**config.mk**
```make
export PLATFORM = sky130hd
export DESIGN_NAME = periodic_task_tick_scheduler_flat
export DESIGN_NICKNAME = d
export VERILOG_FILES = /design/src/rtl/ptts_pkg.sv /design/src/rtl/ptts_in_if.sv /design/src/rtl/ptts_out_if.sv /design/src/rtl/ptts_ram.sv /design/src/rtl/periodic_task_tick_scheduler.sv /design/src/flat_wrapper.sv
export SDC_FILE = /design/constraint.sdc
export NUM_CORES = 1
export LEC_CHECK = 0
export BUFFER_PORTS_ARGS = -buffer_cell sky130_fd_sc_hd__buf_2
export CAP_MARGIN = 20
export CORE_MARGIN = 4
export CORE_UTILIZATION = 55
export DETAILED_ROUTE_END_ITERATION = 10
export PLACE_DENSITY = 0.81
export SLEW_MARGIN = 10
export SYNTH_ARGS = -nofsm -noshare
export SYNTH_HDL_FRONTEND = slang
export SYNTH_SLANG_ARGS = --single-unit
```
**constraint.sdc**
```tcl
create_clock -name clk -period 5.1 [get_ports clk]
set_clock_uncertainty 0.1 [all_clocks]
set_input_delay 0.51 -clock clk [delete_from_list [all_inputs] [get_ports clk]]
set_output_delay 0.51 -clock clk [all_outputs]
set_load 0.1 [all_outputs]
```
**src/rtl/ptts_pkg.sv**
```systemverilog
// shared types and constants of the periodic task tick scheduler
// no dependencies; used by the channel interfaces and the top level
package ptts_pkg;

  localparam int TASK_COUNT_DEF = 8;
  localparam int CNT_W          = 16;
  localparam int MODE_W         = 3;
  localparam int INDEX_W        = 3;
  localparam int MASK_W         = 8;
  localparam int STATUS_W       = 2;

  typedef enum logic [MODE_W-1:0] {
    MODE_TICK    = 3'd0,
    MODE_CREATE  = 3'd1,
    MODE_SUSPEND = 3'd2,
    MODE_RESUME  = 3'd3,
    MODE_DELETE  = 3'd4
  } mode_t;

  typedef enum logic [STATUS_W-1:0] {
    STATUS_OK         = 2'd0,
    STATUS_USED       = 2'd1,
    STATUS_NO_HANDLER = 2'd2
  } status_t;

endpackage

```
**src/rtl/ptts_in_if.sv**
```systemverilog
// request channel of the scheduler: valid/ready plus one command beat
// depends on ptts_pkg for field widths
interface ptts_in_if;
  logic                          valid;
  logic                          ready;
  logic [ptts_pkg::MODE_W-1:0]   mode;
  logic [ptts_pkg::INDEX_W-1:0]  task_index;
  logic [ptts_pkg::CNT_W-1:0]    period;
  logic [ptts_pkg::CNT_W-1:0]    first_delay;
  logic                          has_handler;

  modport source (output valid, mode, task_index, period, first_delay, has_handler,
                  input ready);
  modport sink   (input valid, mode, task_index, period, first_delay, has_handler,
                  output ready);
endinterface

```
**src/rtl/ptts_out_if.sv**
```systemverilog
// result channel of the scheduler: valid/ready plus fired mask and status
// depends on ptts_pkg for field widths
interface ptts_out_if;
  logic                           valid;
  logic                           ready;
  logic [ptts_pkg::MASK_W-1:0]    fired_mask;
  logic [ptts_pkg::STATUS_W-1:0]  status;

  modport source (output valid, fired_mask, status, input ready);
  modport sink   (input valid, fired_mask, status, output ready);
endinterface

```
**src/rtl/ptts_ram.sv**
```systemverilog
// generic single write port, single read port ram with registered read data
// no dependencies
module ptts_ram #(
  parameter int WIDTH = 32,
  parameter int DEPTH = 8,
  parameter int AW    = (DEPTH > 1) ? $clog2(DEPTH) : 1
) (
  input  logic             clk,
  input  logic             we,
  input  logic [AW-1:0]    waddr,
  input  logic [WIDTH-1:0] wdata,
  input  logic [AW-1:0]    raddr,
  output logic [WIDTH-1:0] rdata
);

  logic [WIDTH-1:0] mem [DEPTH];

  always_ff @(posedge clk) begin
    if (we) begin
      mem[waddr] <= wdata;
    end
    rdata <= mem[raddr];
  end

endmodule

```
**src/rtl/periodic_task_tick_scheduler.sv**
```systemverilog
// top level of the periodic task tick scheduler: slot table, tick sequencer, result register
// depends on ptts_pkg, ptts_in_if, ptts_out_if and ptts_ram
//
// Each beat on in_chan is one command and gives exactly one beat on out_chan. Create,
// suspend, resume and delete finish in the cycle they are accepted; the result is
// registered at that edge. A tick walks the slot table one slot per cycle through a single
// read port of the countdown/period ram and one shared 16-bit decrementer, so it holds
// in_chan.ready low for the whole walk and registers its result in the walk's last cycle. The ram
// resets logically through one valid bit per slot: a slot never written reads as zero.
// A new command is taken while the previous result is still held, as long as that result
// is taken in the same cycle or the output register is empty.
module periodic_task_tick_scheduler #(
  parameter int TASK_COUNT = ptts_pkg::TASK_COUNT_DEF
) (
  input  logic clk,
  input  logic rst_n,
  ptts_in_if.sink    in_chan,
  ptts_out_if.source out_chan
);

  localparam int IW = (TASK_COUNT > 1) ? $clog2(TASK_COUNT) : 1;
  localparam int CW = $clog2(TASK_COUNT + 1);
  localparam int DW = ptts_pkg::CNT_W;
  localparam logic [CW-1:0]   N_CNT = CW'(TASK_COUNT);
  localparam logic [CW+2:0]   N_EXT = (CW + 3)'(TASK_COUNT);
  localparam logic [IW+2:0]   MASK_SLOTS = (IW + 3)'(ptts_pkg::MASK_W);

  typedef enum logic [1:0] {
    ST_IDLE = 2'b01,
    ST_TICK = 2'b10
  } state_t;

  state_t                         state_r;
  logic [CW-1:0]                  cnt_r;
  logic                           proc_r;
  logic [IW-1:0]                  slot_r;
  logic [ptts_pkg::MASK_W-1:0]    mask_r;
  logic [TASK_COUNT-1:0]          vld_r;
  logic [TASK_COUNT-1:0]          active_r;
  logic [TASK_COUNT-1:0]          present_r;
  logic                           out_valid_r;
  logic [ptts_pkg::MASK_W-1:0]    out_mask_r;
  ptts_pkg::status_t              out_status_r;

  logic                           in_fire;
  logic                           out_free;
  logic                           res_load;
  ptts_pkg::mode_t                mode;
  logic [CW+2:0]                  idx_ext;
  logic [IW+2:0]                  idx_wide;
  logic [IW-1:0]                  idx;
  logic                           idx_ok;
  ptts_pkg::status_t              create_status;
  logic                           create_ok;

  logic                           rd_en;
  logic [IW-1:0]                  ram_raddr;
  logic [2*DW-1:0]                ram_rdata;
  logic                           ram_we;
  logic [IW-1:0]                  ram_waddr;
  logic [2*DW-1:0]                ram_wdata;

  logic [DW-1:0]                  cd_q;
  logic [DW-1:0]                  rl_q;
  logic                           cd_zero;
  logic [DW-1:0]                  dec_in;
  logic [DW-1:0]                  dec_out;
  logic [IW+2:0]                  slot_ext;
  logic                           fire_bit;
  logic [ptts_pkg::MASK_W-1:0]    mask_nxt;

  // handshake
  assign out_free      = !out_valid_r || out_chan.ready;
  assign in_chan.ready = (state_r == ST_IDLE) && out_free;
  assign in_fire       = in_chan.valid && in_chan.ready;

  assign out_chan.valid      = out_valid_r;
  assign out_chan.fired_mask = out_mask_r;
  assign out_chan.status     = out_status_r;

  // command decode
  assign mode     = ptts_pkg::mode_t'(in_chan.mode);
  assign idx_ext  = {{CW{1'b0}}, in_chan.task_index};
  assign idx_ok   = idx_ext < N_EXT;
  assign idx_wide = {{IW{1'b0}}, in_chan.task_index};
  assign idx      = idx_wide[IW-1:0];

  always_comb begin
    create_status = ptts_pkg::STATUS_OK;
    create_ok     = 1'b0;
    if (mode == ptts_pkg::MODE_CREATE && idx_ok) begin
      priority if (!in_chan.has_handler) begin
        create_status = ptts_pkg::STATUS_NO_HANDLER;
      end else if (present_r[idx]) begin
        create_status = ptts_pkg::STATUS_USED;
      end else begin
        create_ok = 1'b1;
      end
    end
  end

  // tick walk: read slot cnt_r, update slot_r in the next cycle with the read data
  assign rd_en     = (state_r == ST_TICK) && (cnt_r < N_CNT);
  assign ram_raddr = cnt_r[IW-1:0];

  assign cd_q    = vld_r[slot_r] ? ram_rdata[DW-1:0]    : '0;
  assign rl_q    = vld_r[slot_r] ? ram_rdata[2*DW-1:DW] : '0;
  assign cd_zero = (cd_q == '0);

  // shared decrementer: reload minus one on expiry, else countdown minus one
  assign dec_in  = cd_zero ? rl_q : cd_q;
  assign dec_out = dec_in - DW'(1);

  assign slot_ext = {3'b000, slot_r};
  assign fire_bit = cd_zero && active_r[slot_r] && present_r[slot_r] && (slot_ext < MASK_SLOTS);
  assign mask_nxt = mask_r | (fire_bit ? (ptts_pkg::MASK_W'(1) << slot_ext[2:0])
                                       : ptts_pkg::MASK_W'(0));

  // a result is loaded by a non-tick command or by the last cycle of a tick walk
  assign res_load = (in_fire && mode != ptts_pkg::MODE_TICK) ||
                    (state_r == ST_TICK && !rd_en);

  always_comb begin
    ram_we    = 1'b0;
    ram_waddr = slot_r;
    ram_wdata = {rl_q, dec_out};
    if (state_r == ST_TICK && proc_r) begin
      ram_we = 1'b1;
    end else if (in_fire && create_ok) begin
      ram_we    = 1'b1;
      ram_waddr = idx;
      ram_wdata = {in_chan.period, in_chan.first_delay};
    end
  end

  ptts_ram #(
    .WIDTH (2 * DW),
    .DEPTH (TASK_COUNT),
    .AW    (IW)
  ) u_slot_ram (
    .clk   (clk),
    .we    (ram_we),
    .waddr (ram_waddr),
    .wdata (ram_wdata),
    .raddr (ram_raddr),
    .rdata (ram_rdata)
  );

  // an entry counts as zero until its first write
  always_ff @(posedge clk) begin
    if (!rst_n) begin
      vld_r <= '0;
    end else if (ram_we) begin
      vld_r[ram_waddr] <= 1'b1;
    end
  end

  always_ff @(posedge clk) begin
    if (!rst_n) begin
      state_r     <= ST_IDLE;
      cnt_r       <= '0;
      proc_r      <= 1'b0;
      active_r    <= '0;
      present_r   <= '0;
      out_valid_r <= 1'b0;
    end else begin
      priority if (res_load) begin
        out_valid_r <= 1'b1;
      end else if (out_chan.ready) begin
        out_valid_r <= 1'b0;
      end
      unique case (state_r)
        ST_IDLE: begin
          if (in_fire) begin
            if (mode == ptts_pkg::MODE_TICK) begin
              state_r <= ST_TICK;
              cnt_r   <= '0;
              proc_r  <= 1'b0;
              mask_r  <= '0;
            end else begin
              out_mask_r   <= '0;
              out_status_r <= create_status;
              if (idx_ok) begin
                unique case (mode)
                  ptts_pkg::MODE_CREATE: begin
                    if (create_ok) begin
                      active_r[idx]  <= 1'b1;
                      present_r[idx] <= 1'b1;
                    end
                  end
                  ptts_pkg::MODE_SUSPEND: active_r[idx]  <= 1'b0;
                  ptts_pkg::MODE_RESUME:  active_r[idx]  <= 1'b1;
                  ptts_pkg::MODE_DELETE:  present_r[idx] <= 1'b0;
                  default: ;
                endcase
              end
            end
          end
        end
        ST_TICK: begin
          proc_r <= rd_en;
          slot_r <= ram_raddr;
          if (rd_en) begin
            cnt_r <= cnt_r + CW'(1);
          end
          if (proc_r) begin
            mask_r <= mask_nxt;
          end
          if (!rd_en) begin
            // last slot written back this cycle
            state_r      <= ST_IDLE;
            out_mask_r   <= mask_nxt;
            out_status_r <= ptts_pkg::STATUS_OK;
          end
        end
        default: state_r <= ST_IDLE;
      endcase
    end
  end

`ifndef SYNTHESIS
  // no result may be pending while the table is being walked
  a_no_result_in_tick: assert property (@(posedge clk) disable iff (!rst_n)
    state_r == ST_TICK |-> !out_valid_r)
    else $error("result register busy during tick walk");

  // a command other than tick answers on the next cycle
  a_cmd_answers: assert property (@(posedge clk) disable iff (!rst_n)
    in_fire && mode != ptts_pkg::MODE_TICK |=> out_valid_r && state_r == ST_IDLE)
    else $error("command beat gave no result");

  // an error status never comes with fired tasks
  a_status_no_mask: assert property (@(posedge clk) disable iff (!rst_n)
    out_valid_r && out_status_r != ptts_pkg::STATUS_OK |-> out_mask_r == '0)
    else $error("error status with fired mask");

  // the write-back never hits the slot being read
  a_no_rw_clash: assert property (@(posedge clk) disable iff (!rst_n)
    rd_en && proc_r |-> ram_waddr != ram_raddr)
    else $error("tick write-back collides with read");

  // a tick starts its walk at slot zero with nothing pending
  a_tick_start: assert property (@(posedge clk) disable iff (!rst_n)
    in_fire && mode == ptts_pkg::MODE_TICK |=> state_r == ST_TICK && cnt_r == '0 && !proc_r)
    else $error("tick walk did not start cleanly");
`endif

endmodule
```
**src/flat_wrapper.sv**
```systemverilog
// flat-port wrapper written by rule: the top's interface ports become plain ports
module periodic_task_tick_scheduler_flat 
#(
  parameter int TASK_COUNT = ptts_pkg::TASK_COUNT_DEF
)
  (clk, rst_n, in_chan_valid, in_chan_mode, in_chan_task_index, in_chan_period, in_chan_first_delay, in_chan_has_handler, in_chan_ready, out_chan_valid, out_chan_fired_mask, out_chan_status, out_chan_ready);
  ptts_in_if in_chan_i ();
  ptts_out_if out_chan_i ();
  input  logic clk;
  input  logic rst_n;
  input wire logic [$bits(in_chan_i.valid)-1:0] in_chan_valid;
  input wire logic [$bits(in_chan_i.mode)-1:0] in_chan_mode;
  input wire logic [$bits(in_chan_i.task_index)-1:0] in_chan_task_index;
  input wire logic [$bits(in_chan_i.period)-1:0] in_chan_period;
  input wire logic [$bits(in_chan_i.first_delay)-1:0] in_chan_first_delay;
  input wire logic [$bits(in_chan_i.has_handler)-1:0] in_chan_has_handler;
  output wire logic [$bits(in_chan_i.ready)-1:0] in_chan_ready;
  output wire logic [$bits(out_chan_i.valid)-1:0] out_chan_valid;
  output wire logic [$bits(out_chan_i.fired_mask)-1:0] out_chan_fired_mask;
  output wire logic [$bits(out_chan_i.status)-1:0] out_chan_status;
  input wire logic [$bits(out_chan_i.ready)-1:0] out_chan_ready;
  assign in_chan_i.valid = in_chan_valid;
  assign in_chan_i.mode = in_chan_mode;
  assign in_chan_i.task_index = in_chan_task_index;
  assign in_chan_i.period = in_chan_period;
  assign in_chan_i.first_delay = in_chan_first_delay;
  assign in_chan_i.has_handler = in_chan_has_handler;
  assign in_chan_ready = in_chan_i.ready;
  assign out_chan_valid = out_chan_i.valid;
  assign out_chan_fired_mask = out_chan_i.fired_mask;
  assign out_chan_status = out_chan_i.status;
  assign out_chan_i.ready = out_chan_ready;
  periodic_task_tick_scheduler #(.TASK_COUNT(TASK_COUNT)) u_core (.clk(clk), .rst_n(rst_n), .in_chan(in_chan_i), .out_chan(out_chan_i));
endmodule
```
==> results of run 1 <==
-- per-layer routing --
metal	track usage	routed length [um]	up-vias
li1	-	-	3478
met1	0.303	12600	4076
met2	0.362	14900	338
met3	0.0313	1800	76
met4	0.0701	896	0
met5	0	0	-
-- synth_stat cells (all sizes together), types with 4 or more instances --
cell      n  area, um2
clkbuf   31        116
o211ai    6       45.0
a22o     16        140
inv       6       22.5
mux2     35        394
nand3    14       70.1
buf      13       62.6
nor2b     9       56.3
nand2    27        101
or2       4       25.0
or4       4       41.3
or3       8       50.1
nand4     4       25.0
nor3     16       90.1
a221oi    6       77.6
ha        4       50.1
mux2i     4       40.0
a31oi     8       50.1
edfxtp  277       8320
o21ai    11       55.1
nor4      5       52.6
dfxtp    64       1280
nor2     84        315
a21oi    28        140
nand2b    8       50.1
o41ai     4       35.0
o221a    17        191
mux4     66       1490
-- cell families after synthesis --
group / Yosys count / share of synthesized area
flip-flops: 341 / 0.694
AND/OR/NAND/NOR: 197 / 0.0711
AO/OA/AOI/OAI: 129 / 0.0740
multiplexers: 105 / 0.139
buffers and inverters: 50 / 0.0146
XOR/XNOR: 6 / 0.00380
adder cells (fa/ha/maj): 4 / 0.00362
-- stage by stage --
step | area (um2) | instances | worst slack (ns) | hold WS [ns] | power (mW)
floorplan | 13800 | 832 | 0.166 | 0.306 | 3.14
global placement | 14600 | 1185 | 1.14 | 0.344 | 3.19
detailed placement | 14600 | 1185 | 0.953 | 0.361 | 3.19
CTS | 15700 | 1246 | 0.923 | 0.226 | 5.52
global route | 15700 | 1247 | 0.507 | 0.238 | 5.65
finish | 15700 | 1247 | 0.873 | 0.244 | 5.48
-- power by group through the flow --
stage | Sequential (mW) | Clock, mW | Combinational, mW
floorplan | 3.09 | 0 | 0.0530
global placement | 3.05 | 0 | 0.136
detailed placement | 3.05 | 0 | 0.138
CTS | 2.99 | 2.39 | 0.139
global route | 2.99 | 2.52 | 0.147
finish | 2.99 | 2.35 | 0.139
-- registers in the layout, summed over array words and instances (netlist names), named ones only --
name	count
u_core.cnt_r	4
u_core.mask_r	8
u_core.out_chan.fired_mask	8
u_core.out_chan.status	2
u_core.out_chan.valid	1
u_core.proc_r	1
u_core.slot_r	3
u_core.state_r	2
u_core.u_slot_ram.mem	256
u_core.u_slot_ram.rdata	32
u_core.vld_r	8
-- cell usage in the layout (no fill, tap or decap), drive strengths merged, types with 4 or more instances in the layout --
cell and count:
a21oi 28, a221oi 6, a22o 16, a31oi 8, buf 73, clkbuf 51, clkinv 11, dfxtp 64
edfxtp 277, ha 4, inv 6, mux2 35, mux2i 4, mux4 66, nand2 27, nand2b 8
nand3 14, nand4 4, nor2 84, nor2b 9, nor3 16, nor4 5, o211ai 6, o21ai 11
o221a 17, o41ai 4, or2 4, or3 8, or4 4
-- cell type report --
cell class              count  area share
clock inverters            11     0.00312
inverters                   6     0.00144
well taps                 324      0.0259
repair buffers             74      0.0267
clock buffers              50      0.0642
flip-flops and latches    341       0.613
multi-input cells         441       0.265
-- worst max path at each step --
stage,from,cells past startpoint,to
floorplan,in_chan_task_index[2],5,u_core.u_slot_ram.mem[5][0]
global placement,u_core.slot_r[0],9,u_core.u_slot_ram.mem[4][10]
detailed placement,u_core.slot_r[0],9,u_core.u_slot_ram.mem[6][10]
CTS,u_core.slot_r[0],9,u_core.u_slot_ram.mem[4][10]
global route,u_core.slot_r[0],9,u_core.u_slot_ram.mem[4][10]
finish,u_core.slot_r[0],9,u_core.u_slot_ram.mem[4][10]
-- worst max-delay path: stages, from the launching register on --
cell      delay (ns)
edfxtp_1        0.66
mux4_2          0.56
mux2i_1         0.55
or2_2           0.23
ha_1            0.36
nand3_1         0.13
a21oi_1         0.22
nand4_1         0.21
mux2_2          0.33
o21ai_0         0.58
==> results.cfg, run 1 <==
[die]
initial_core_util = 0.564
chipWidth_um = 167
fp-row-count = 57
pin_count = 55
core_um2 = 24500
die_h_um = 167
die_area_um2 = 27700

[clock_tree]
cts_buffer_depth = 3
holdBufCountCts = 0
cts_made_buffers = 34
insertion_delay_ns = 0.51
clkSinkCount = 341
post_cts_buffers = 0
cts_resized = 0
cts-root-buf = clkbuf_16
cts_tree = done
htreeDepth = 2
clkTransAtPathRegs_ns = 0.06

[logic_synthesis]
synth_ff_type = edfxtp_1
synthCells = 832
yosysSeqAreaShare = 0.694
yosysUniqueCellTypes = 69
netlist_area_um2 = 13800
synth-seq-cells = 341
syn_nets = 879
synth_edf_count = 277
ys_warn_count = 0
postSynth.asyncResetShare = 0
avgSynthCellArea_um2 = 16.6

[finish]
fin_nets = 945
fill_cells = 1668
multi_input_area_um2 = 4150
num_antenna_cells = 0
regArea_um2 = 9610
area_growth_syn_to_layout_pct = 13.2
drive_above_1_share = 0.285
post-route-util = 0.638

[detailed_routing]
dr.first_iter.drc_count = 805
drt_pass1_iterations = 5
drc = 0
postRouteAntennaNets = 0
via_count = 7968
wirelength_mm = 30.2
wl_per_cell_um = 24.2
drt-vias-per-instance = 6.39

[pwr]
seqPwrFrac = 0.546
p_clk_frac = 0.429
power.internal_mw = 4.39
max-vdd-ir-drop_uv = 224
p_leak_nw = 5.10
switching_share = 0.200
p_comb_frac = 0.025
p_switching_mw = 1.10
p_per_area_nw_per_um2 = 350

[timing]
period_needed_ns = 4.23
tightest_slew_ns = 1.10
fmax_ghz = 0.237
tns_ns = 0
setup_violations = 0
hold_viol = 0
fin_crit_sh = 0.829
drv_slew = 0
max-slew-margin-rel = 0.266
grt_setup_unrepaired = no

[grt]
grt_pass1_vias = 8244
grt_pass1_wl_mm = 47.5
grt_max_degree = 38
grt_usage = 0.218
gr-total-overflow = 0
antenna_found_initial = 0

[critical_path]
crit_type = flop to flop
r2r_cells = 9
r2r-start = u_core.slot_r[0]
crit_fanout = 15
r2r_setup_slack_ns = 0.87
crit_arrival_ns = 4.33
cp.required_ns = 5.21
rr_endpoint = u_core.u_slot_ram.mem[4][10]
cp-end-kind = flop
startpoint_type = flop

[placed_design]
io_buffers = 54
place_congestion = 0.912
dpl.hpwl_mm = 18.1

[worst_hold_path]
min_from = in_chan_has_handler
holdPathEnd = u_core.out_chan.status[1]
hp-class = input pin to flop
hold_depth = 2

[job]
drv_cap = 0

[outcome]
status = finished clean
Power figures use the tool's default switching activity.
==> inputs of run 2 (changes only) <==
clock period = 3.75 ns   (was 5.1 ns; I/O delays follow)
==> run 2 against run 1 <==
Worst setup slack got worse by 0.74 ns; non-clock buffer count grew 7; routed wire length shrank 0.21%; final area rose by 1.8%; critical endpoint is now u_core.u_slot_ram.mem[0][8].
==> results.cfg, run 2 (synthesis results as in run 1) <==
[clock_tree]
post_cts_buffers = 0
clkTransAtPathRegs_ns = 0.06
insertion_delay_ns = 0.51
cts-root-buf = clkbuf_16
clkSinkCount = 341
cts_tree = done
cts_buffer_depth = 3
htreeDepth = 2
cts_made_buffers = 34

[timing]
tightest_slew_ns = 1.08
setup_violations = 0
max-slew-margin-rel = 0.278
grt_setup_unrepaired = no
hold_viol = 0
tns_ns = 0
fin_crit_sh = 0.964
drv_slew = 0
fmax_ghz = 0.277
period_needed_ns = 3.61

[die]
pin_count = 55
chipWidth_um = 167
die_h_um = 167
initial_core_util = 0.564
die_area_um2 = 27700
fp-row-count = 57
core_um2 = 24500

[placed_design]
io_buffers = 54
place_congestion = 0.927
dpl.hpwl_mm = 18.1

[detailed_routing]
drt-vias-per-instance = 6.43
via_count = 8065
drc = 0
wl_met3_mm = 2.43
drt_pass1_iterations = 6
wirelength_mm = 30.2
dr.first_iter.drc_count = 961
wl_per_cell_um = 24.0
routedLengthMet1_mm = 12.2
top_layer = met4
wl_met2_mm = 14.8
postRouteAntennaNets = 0

[critical_path]
crit_fanout = 8
r2r_setup_slack_ns = 0.14
path_common_cell = a21oi_1
startpoint_type = flop
cp_slowest_cell = or4_1
crit_type = flop to flop
worst_path_largest_cell_delay_ns = 0.64
crit_arrival_ns = 3.74
crit_chain = or4_1 -> or3_1 -> nor3_2 -> a21oi_1 -> or2_2 -> ha_1 -> nand3_1 -> a21oi_1 -> and3_1 -> a221o_1 -> o22a_1
cp.required_ns = 3.88
cp-end-kind = flop

[finish]
reg.largest.list = u_core.u_slot_ram.mem x256, u_core.u_slot_ram.rdata x32
drive_above_1_share = 0.299
post-route-util = 0.650
largest_register_ffs = 256
fill_cells = 1672
regMostFlops = u_core.u_slot_ram.mem
final_cell_mix = edfxtp_1, nor2_1, mux4_2, dfxtp_1, buf_2
area_growth_syn_to_layout_pct = 15.3
final_common_cell = edfxtp_1
fin_nets = 952
num_antenna_cells = 0

[pwr]
power.internal_mw = 6.17
switching_share = 0.199
p_clk_frac = 0.448
p_switching_mw = 1.53
seqPwrFrac = 0.528
p_comb_frac = 0.025
p_leak_nw = 5.21
max-vdd-ir-drop_uv = 494
p_per_area_nw_per_um2 = 483

[outcome]
status = finished clean

[worst_hold_path]
hp-class = input pin to flop

[grt]
antenna_found_initial = 0
grt_max_degree = 38
gr-total-overflow = 0
grt_pass1_wl_mm = 47.4
grt_pass1_vias = 8073
grt_usage = 0.218

[job]
drv_cap = 0
==> run 2: changes by cell type in the layout (fill, tap and decap cells not counted), moves of 2 or more <==
cell,change
buf_4,-2
clkinvlp_4,+2
clkinv_4,+2
clkbuf_1,-6
buf_12,+10
bufinv_16,+3
==> run 2: metal layers <==
layer  vias to the layer above  global-route usage
met3                        65              0.0372
met1                      4072               0.310
li1                       3509                   -
met2                       419               0.355
met4                         0              0.0598
met5                         -                   0
==> run 2: power groups by stage <==
stage | clock [mW] | sequential [mW] | combinational, mW
after floorplan | 0 | 4.20 | 0.0743
after detailed placement | 0 | 4.15 | 0.188
final | 3.45 | 4.07 | 0.189
after global routing | 3.66 | 4.06 | 0.201
after CTS | 3.50 | 4.07 | 0.188
after global placement | 0 | 4.15 | 0.184
==> run 2: cell type report <==
| type | count | area (um2) | share of cell area |
|---|---|---|---|
| Clock buffer | 44 | 982 | 0.0616 |
| Clock inverter | 17 | 171 | 0.0108 |
| Inverter | 6 | 22.5 | 0.00141 |
| Multi-Input combinational cell | 441 | 4160 | 0.261 |
| Sequential cell | 341 | 9610 | 0.602 |
| Tap cell | 324 | 405 | 0.0254 |
| Timing Repair Buffer | 81 | 598 | 0.0375 |
==> run 2: timing repair <==
action | 4_1_cts | 5_1_grt
hold buffers | 0 | 0
resized for setup | 0 | 1
setup endpoints to repair | 0 | 8
==> run 2: metrics by stage <==
stage	power [mW]	std cells	hold WS (ns)	setup slack, ns	area [um2]
CTS	7.76	1254	0.104	0.111	15900
finish	7.71	1254	0.122	0.136	15900
floorplan	4.27	832	0.306	-1.05	13900
global placement	4.33	1193	0.349	0.233	14800
detailed placement	4.34	1193	0.360	0.136	14800
global route	7.93	1254	0.123	0.0101	15900
==> run 2: path summary, 6_finish.rpt <==
kind                                                  from                          end  cells past startpoint
worst min register to register             u_core.vld_r[0]              u_core.vld_r[0]                      2
worst max-delay path            u_core.u_slot_ram.rdata[0]  u_core.u_slot_ram.mem[0][8]                     11
worst max register to register  u_core.u_slot_ram.rdata[0]  u_core.u_slot_ram.mem[0][8]                     11
worst min-delay path                   in_chan_has_handler    u_core.out_chan.status[1]                      2
==> run 2: critical path, delay by kind of cell, from the launching register on <==
kind	cells	cell delay, ns
simple gates	6	1.95
compound gates	4	0.73
flops	1	0.34
fa+ha+maj	1	0.22
